File: src/sv/ipls_pkg.sv
// Package for the IR pulse-length packet sender.
// Holds the request and result struct types, request kind codes and packet constants.
// No dependencies.
`default_nettype none

package ipls_pkg;

	// Packet store geometry
	localparam int STORE_BYTES     = 12;
	localparam int STORE_IDX_W     = 4;
	localparam int BIT_COUNT_W     = 7;
	localparam int DEF_PACKET_BITS = 96;
	localparam int HEADER_MARKS    = 3;
	localparam int CLEAR_BYTE      = 6;
	localparam int COUNT_BYTE      = 7;

	// Request kind codes
	localparam logic [1:0] KIND_TICK  = 2'd0;
	localparam logic [1:0] KIND_WRITE = 2'd1;
	localparam logic [1:0] KIND_START = 2'd2;

	typedef struct packed {
		logic [1:0] kind;
		logic [3:0] byte_index;
		logic [7:0] byte_value;
	} item_t;

	typedef struct packed {
		logic carrier_on;
		logic busy_res;
		logic packet_done;
	} result_t;

	// Sequencer to packet store controls
	typedef struct packed {
		logic                   wr_en;
		logic [STORE_IDX_W-1:0] wr_idx;
		logic [7:0]             wr_val;
		logic                   finish;
	} store_ctl_t;

endpackage

`default_nettype wire

File: src/sv/ipls_store.sv
// Twelve-byte packet store with one bit-select read port.
// On packet finish, clears the clear byte and increments the count byte.
// Depends on ipls_pkg.
`default_nettype none

module ipls_store import ipls_pkg::*; (
	input  wire logic                   clk,
	input  wire store_ctl_t             ctl,
	input  wire logic [BIT_COUNT_W-1:0] rd_pos,
	output logic                        rd_bit
);

	logic [7:0]             pkt_q [STORE_BYTES];
	logic [STORE_IDX_W-1:0] rd_byte;
	logic [7:0]             rd_data;

	// Byte writes, and the end-of-packet update
	always_ff @(posedge clk) begin
		if (ctl.wr_en) begin
			pkt_q[ctl.wr_idx] <= ctl.wr_val;
		end
		if (ctl.finish) begin
			pkt_q[CLEAR_BYTE] <= 8'h00;
			pkt_q[COUNT_BYTE] <= pkt_q[COUNT_BYTE] + 8'h01;
		end
	end

	// Bit select; bits past the store read as zero
	assign rd_byte = rd_pos[BIT_COUNT_W-1:3];

	always_comb begin
		if (rd_byte < STORE_IDX_W'(STORE_BYTES)) begin
			rd_data = pkt_q[rd_byte];
		end else begin
			rd_data = 8'h00;
		end
		rd_bit = rd_data[rd_pos[2:0]];
	end

endmodule

`default_nettype wire

File: src/sv/ipls_seq.sv
// Slot sequencer: header, mark/space bit slots and packet end.
// Produces the result for each request and the packet store controls.
// Depends on ipls_pkg.
`default_nettype none

module ipls_seq import ipls_pkg::*; #(
	parameter int PACKET_BITS = DEF_PACKET_BITS
) (
	input  wire logic                   clk,
	input  wire logic                   arst_n,
	input  wire logic                   advance,
	input  wire item_t                  item,
	input  wire logic                   rd_bit,
	output logic [BIT_COUNT_W-1:0]      rd_pos,
	output store_ctl_t                  ctl,
	output result_t                     res,
	output logic                        sending,
	output logic                        in_header
);

	logic [BIT_COUNT_W-1:0] bit_count_q, bit_count_d;
	logic                   in_header_q, in_header_d;
	logic [1:0]             header_ticks_q, header_ticks_d;
	logic                   space_phase_q, space_phase_d;
	logic                   long_mark_q, long_mark_d;
	logic                   sending_q, sending_d;
	logic                   carrier_q, carrier_d;
	logic                   done;
	logic [BIT_COUNT_W:0]   next_count;

	assign rd_pos     = bit_count_q;
	assign next_count = {1'b0, bit_count_q} + {{BIT_COUNT_W{1'b0}}, 1'b1};

	// Next state for the request at the head of the input register
	always_comb begin
		bit_count_d    = bit_count_q;
		in_header_d    = in_header_q;
		header_ticks_d = header_ticks_q;
		space_phase_d  = space_phase_q;
		long_mark_d    = long_mark_q;
		sending_d      = sending_q;
		carrier_d      = carrier_q;
		done           = 1'b0;
		ctl.wr_en      = 1'b0;
		ctl.wr_idx     = item.byte_index;
		ctl.wr_val     = item.byte_value;
		ctl.finish     = 1'b0;
		case (item.kind)
			KIND_TICK: begin
				if (sending_q) begin
					if (in_header_q) begin
						if (header_ticks_q < 2'(HEADER_MARKS)) begin
							carrier_d      = 1'b1;
							header_ticks_d = header_ticks_q + 2'd1;
						end else begin
							carrier_d      = 1'b0;
							in_header_d    = 1'b0;
							header_ticks_d = 2'd0;
						end
					end else if (!space_phase_q) begin
						carrier_d = 1'b1;
						if (!long_mark_q) begin
							long_mark_d   = rd_bit;
							space_phase_d = !rd_bit;
						end else begin
							long_mark_d   = 1'b0;
							space_phase_d = 1'b1;
						end
					end else begin
						carrier_d     = 1'b0;
						long_mark_d   = 1'b0;
						space_phase_d = 1'b0;
						bit_count_d   = next_count[BIT_COUNT_W-1:0];
						if (next_count == (BIT_COUNT_W+1)'(PACKET_BITS)) begin
							ctl.finish     = 1'b1;
							sending_d      = 1'b0;
							in_header_d    = 1'b1;
							header_ticks_d = 2'd0;
							done           = 1'b1;
						end
					end
				end
			end
			KIND_WRITE: begin
				ctl.wr_en = !sending_q && (item.byte_index < STORE_IDX_W'(STORE_BYTES));
			end
			KIND_START: begin
				if (!sending_q) begin
					sending_d      = 1'b1;
					bit_count_d    = '0;
					in_header_d    = 1'b1;
					header_ticks_d = 2'd0;
					space_phase_d  = 1'b0;
					long_mark_d    = 1'b0;
				end
			end
			default: begin
				// unknown kind: state unchanged
			end
		endcase
		// store controls only act when the request really moves on
		ctl.wr_en  = ctl.wr_en && advance;
		ctl.finish = ctl.finish && advance;
		res.carrier_on  = carrier_d;
		res.busy_res    = sending_d;
		res.packet_done = done;
	end

	// Sequencer state registers
	always_ff @(posedge clk or negedge arst_n) begin
		if (!arst_n) begin
			bit_count_q    <= '0;
			in_header_q    <= 1'b1;
			header_ticks_q <= 2'd0;
			space_phase_q  <= 1'b0;
			long_mark_q    <= 1'b0;
			sending_q      <= 1'b0;
			carrier_q      <= 1'b0;
		end else if (advance) begin
			bit_count_q    <= bit_count_d;
			in_header_q    <= in_header_d;
			header_ticks_q <= header_ticks_d;
			space_phase_q  <= space_phase_d;
			long_mark_q    <= long_mark_d;
			sending_q      <= sending_d;
			carrier_q      <= carrier_d;
		end
	end

	assign sending   = sending_q;
	assign in_header = in_header_q;

endmodule

`default_nettype wire

File: src/sv/ir_pulse_length_packet_sender.sv
// Top level of the IR pulse-length packet sender.
// Input register, slot sequencer, packet store and result register.
// Depends on ipls_pkg, ipls_store and ipls_seq.
//
//  Channel  | Signals                              | Payload
//  ---------+--------------------------------------+--------------------------------
//  request  | item_valid, item_ready, item         | kind, byte_index, byte_value
//  result   | result_valid, result_ready, result   | carrier_on, busy_res, packet_done
//
// One request per cycle while the result side does not stall; a request passes the input
// register, then the result register. The sequencer state steps once per request.
// Reset clears the handshake and sequencer state; the packet store is not cleared.
// A stalled result holds the result register; one more request may wait in the
// input register, and the request side stalls after that.
`default_nettype none

module ir_pulse_length_packet_sender import ipls_pkg::*; #(
	parameter int PACKET_BITS = DEF_PACKET_BITS
) (
	input  wire logic    clk,
	input  wire logic    arst_n,
	input  wire logic    item_valid,
	output logic         item_ready,
	input  wire item_t   item,
	output logic         result_valid,
	input  wire logic    result_ready,
	output result_t      result
);

	item_t                  item_s1;
	logic                   valid_s1;
	logic                   advance;
	result_t                res_d;
	result_t                result_q;
	logic                   result_valid_q;
	store_ctl_t             ctl;
	logic [BIT_COUNT_W-1:0] rd_pos;
	logic                   rd_bit;
	logic                   sending;
	logic                   in_header;

	// Request in the input register moves on when the result register is free
	assign advance    = valid_s1 && (!result_valid_q || result_ready);
	assign item_ready = !valid_s1 || advance;

	// Input register
	always_ff @(posedge clk or negedge arst_n) begin
		if (!arst_n) begin
			valid_s1 <= 1'b0;
		end else if (item_ready) begin
			valid_s1 <= item_valid;
		end
	end

	always_ff @(posedge clk) begin
		if (item_ready && item_valid) begin
			item_s1 <= item;
		end
	end

	ipls_seq #(
		.PACKET_BITS(PACKET_BITS)
	) u_seq (
		.clk      (clk),
		.arst_n   (arst_n),
		.advance  (advance),
		.item     (item_s1),
		.rd_bit   (rd_bit),
		.rd_pos   (rd_pos),
		.ctl      (ctl),
		.res      (res_d),
		.sending  (sending),
		.in_header(in_header)
	);

	ipls_store u_store (
		.clk   (clk),
		.ctl   (ctl),
		.rd_pos(rd_pos),
		.rd_bit(rd_bit)
	);

	// Result register
	always_ff @(posedge clk or negedge arst_n) begin
		if (!arst_n) begin
			result_valid_q <= 1'b0;
		end else if (advance) begin
			result_valid_q <= 1'b1;
		end else if (result_ready) begin
			result_valid_q <= 1'b0;
		end
	end

	always_ff @(posedge clk) begin
		if (advance) begin
			result_q <= res_d;
		end
	end

	assign result_valid = result_valid_q;
	assign result       = result_q;

	// Checks
	a_done_idle: assert property (@(posedge clk) disable iff (!arst_n)
		result_valid |-> !(result.packet_done && (result.busy_res || result.carrier_on)))
		else $error("packet end reported while busy or carrier on");

	a_idle_header: assert property (@(posedge clk) disable iff (!arst_n)
		!sending |-> in_header)
		else $error("sequencer idle outside header state");

	a_free_ready: assert property (@(posedge clk) disable iff (!arst_n)
		!result_valid_q |-> item_ready)
		else $error("request stalled with empty result register");

	a_store_excl: assert property (@(posedge clk) disable iff (!arst_n)
		!(ctl.wr_en && ctl.finish) && (!ctl.finish || (advance && sending)))
		else $error("packet store write and finish clash");

endmodule

`default_nettype wire
File: config.mk
export PLATFORM = sky130hd
export DESIGN_NAME = ir_pulse_length_packet_sender
export DESIGN_NICKNAME = d
export VERILOG_FILES = /design/src/sv/ipls_pkg.sv /design/src/sv/ipls_store.sv /design/src/sv/ipls_seq.sv /design/src/sv/ir_pulse_length_packet_sender.sv
export SDC_FILE = /design/constraint.sdc
export NUM_CORES = 1
export LEC_CHECK = 0
export BUFFER_PORTS_ARGS = -buffer_cell sky130_fd_sc_hd__buf_4
export CAP_MARGIN = 5
export CORE_MARGIN = 2
export CORE_UTILIZATION = 40
export DETAILED_ROUTE_END_ITERATION = 12
export PLACE_DENSITY = 0.53
export SLEW_MARGIN = 30
export SYNTH_ARGS = -nofsm -noshare
export SYNTH_HDL_FRONTEND = slang
export SYNTH_HIERARCHICAL = 1
export SYNTH_SLANG_ARGS = --single-unit
File: constraint.sdc
create_clock -name clk -period 6.3 [get_ports clk]
set_input_delay 0.315 -clock clk [delete_from_list [all_inputs] [get_ports clk]]
set_output_delay 0.315 -clock clk [all_outputs]
set_load 0.05 [all_outputs]
==> run metrics <==
share of cells above drive strength 1 23.3%; # Max-Cap Violations 0; Max Fclk 292 MHz; dominant cell type by area after synthesis edfxtp_1; DR WL/cell 18.8 µm; CP cell instances buf_4 -> ha_1 -> nand2_1 -> o31ai_1 -> a32o_1 -> o2111a_2 -> and4_1 -> o21bai_1; GRT Residual Overflow 0; min Tclk post-route 3.42 ns; Lkg Pwr 2.17 nW; Die Y 124 µm; largest stage delay on the critical path 0.79 ns; Port Buffer Count 22; Int Power 0.00155 W; Initial DRC Count 227; Post-synth EDFFs 105; Synth Flop Type edfxtp_1; syn_area_per_cell 15.3 µm²; Sequential Power Share 48.2%; synthesis-to-finish area growth 13.5%; pin count of the biggest net entering global routing 28; RSZ-0062 raised after global routing false; All-Layer GR Usage 15.7%; critical path data arrival time 3.46 ns; hold crit path type in -> reg; first-pass GRT wire length 17,300 µm; clock skew 0.00828 ns; Final Max Slew Viols 0; Yosys cell types 55; Ports 23; diode count 0; sw power 0.000521 W; post-synthesis async set-or-reset flop share 12.4%; Worst Path Required 6.33 ns; clock share of power 42.3%; final hold slack 0.0789 ns; CP max stage cell and4_1; CP Max Fanout 24; Switching Share 25.1%; CTS Buffer Depth 2; Clock Sinks 129; Die W 124 µm; initial core utilization 41.2%; crit path launch type flop; FF-to-FF Start u_seq/rd_pos[0]; clock slew seen by the registers of the worst setup and hold paths 0.06 ns; CP Class reg -> reg; period utilisation layout 54.3%; PnR worst setup slack 2.88 ns; Num CTS Buffers 17; worst-margin pin slew 0.945 ns; status finished, final reports clean; Hold Fails Final Rpt 0; Final ANT Viol Nets 0; Commonest cells post-synth edfxtp_1, nor2_1, nand2_1; Mapped Cells 375; synth top area cells edfxtp_1, dfrtp_1, mux4_2; Final HPWL DP 7190 µm; Synth Cell Area 5740 µm²; worst skew pair latency 0.41 ns; drc violations 0; Core ar. 13,900 µm²; WL final 11,000 µm; clock tree from TritonCTS yes; worst hold start item[1]; Tot Pwr 0.00208 W; Yosys top cell area share 54.9%; Rel. slew slack 36.8%; syn_nets 397; nets 413; clock root buffer clkbuf_16; maximum ir drop on the vdd rail 0.163 mV; setup TNS 0 ns; antenna violations before repair 0; crit end category flop; #FFs+latches synth 129; H-tree depth 4; setup repair bufs after CTS 0; Seq/Total Area, Yosys 64.7%; Yosys warning count 6; Cell Pwr Density 319 nW/µm²; CP delay by family, top compound AO/OA/AOI/OAI gates; via/cell ratio 5.25; Placer Congestion 0.768; part of the power in combinational logic 9.6%; Core Rows 43; final setup fails 0; Vias 3,068; CP Launch Point u_seq/rd_pos[0]; vias in the first global route 3,006; pre-CTS setup slack 2.90 ns; CP Buf/Inv Count 1; Die Area 15,300 µm²; leading cell type by number of instances after synthesis edfxtp_1; DRT Pass-1 Iters 6
[placed cells by master, fill, tap and decap left out, types with 9 or more instances in the layout]
cell type / Yosys / final
a21oi_1: 17 / 17
buf_4: 19 / 28
clkbuf_16: 0 / 17
dfrtp_1: 15 / 15
edfxtp_1: 105 / 105
mux2i_1: 17 / 17
mux4_2: 15 / 15
nand2_1: 20 / 20
nand2b_1: 9 / 9
nand3_1: 10 / 10
nor2_1: 27 / 26
o21ai_0: 15 / 15
[registers in the layout, indices dropped and copies added, names as in the netlist]
signal	count
u_seq/space_phase_q	1
u_seq/rd_pos	7
u_seq/in_header	1
u_seq/sending	1
valid_s1	1
u_seq/carrier_q	1
result_valid	1
u_seq/long_mark_q	1
result	3
u_store/pkt_q	96
item_s1	14
u_seq/header_ticks_q	2
[metal layers]
metal | GRT usage (%) | part of all wire (%)
met5 | 0 | 0
met4 | 5.33 | 0.86
met3 | 3.85 | 4.6
met2 | 23.1 | 46
met1 | 23.0 | 49
[power groups by stage]
stage | combinational [W] | sequential (W) | clock, W
after floorplan | 0.000161 | 0.00101 | 0
after global placement | 0.000195 | 0.00102 | 0
after detailed placement | 0.000201 | 0.00102 | 0
after CTS | 0.000202 | 0.00100 | 0.000898
after global routing | 0.000221 | 0.00101 | 0.000941
final | 0.000199 | 0.00100 | 0.000877
[through the flow]
step	util [%]	area, µm²	instances
3_5_place_dp	42.8	5960	551
2_1_floorplan	-	5740	375
4_1_cts	46.7	6510	584
6_report	46.7	6510	584
5_1_grt	46.7	6510	584
3_3_place_gp	42.8	5960	551
[worst reg2reg max path, delay by kind of cell, from the launching register on]
kind | cells | cell delay, ns
flip-flops | 1 | 0.32
buffers and inverters | 1 | 0.30
AO/OA/AOI/OAI | 4 | 1.16
adder cells (fa/ha/maj) | 1 | 0.38
AND/OR/NAND/NOR | 2 | 0.89
[final timing paths]
check                                       to  slack, ns  cells after the start
max                        u_store/pkt_q[7][3]       2.88                      8
min                                 item_s1[1]       0.08                      1
max reg2reg                u_store/pkt_q[7][3]       2.88                      8
min reg2reg                u_store/pkt_q[6][4]       0.50                      2
max in group asynchronous      u_seq/in_header       5.74                      2
min in group asynchronous  u_seq/space_phase_q       0.31                      2
[cells by family (layout without fill, tap and decap cells)]
family,Yosys count,count (layout),share of synthesized area (%)
xor gates and xnor gates,6,6,0.915
buffers and inverters,32,61,3.68
DFF,129,129,64.7
and+or+nand+nor,102,102,9.76
AOI/OAI and AO/OA,55,55,6.17
adders and majority gates,4,4,0.872
muxes,47,47,13.9
[cell type report]
cell class                      instances  area (µm²)
Timing Repair Buffer                   29         220
Fill cell                            1195        7420
Tap cell                              180         225
Clock inverter                         15         111
Clock buffer                           17         425
Multi-Input combinational cell        214        1820
Sequential cell                       129        3710
[repair_timing]
| item | 4_1_cts | 5_1_grt |
|---|---|---|
| resized for setup | 0 | 0 |
| hold endpoints to repair | 16 | 0 |
| hold buffers | 1 | 0 |
Note: power is estimated with default switching activity, not from simulation.
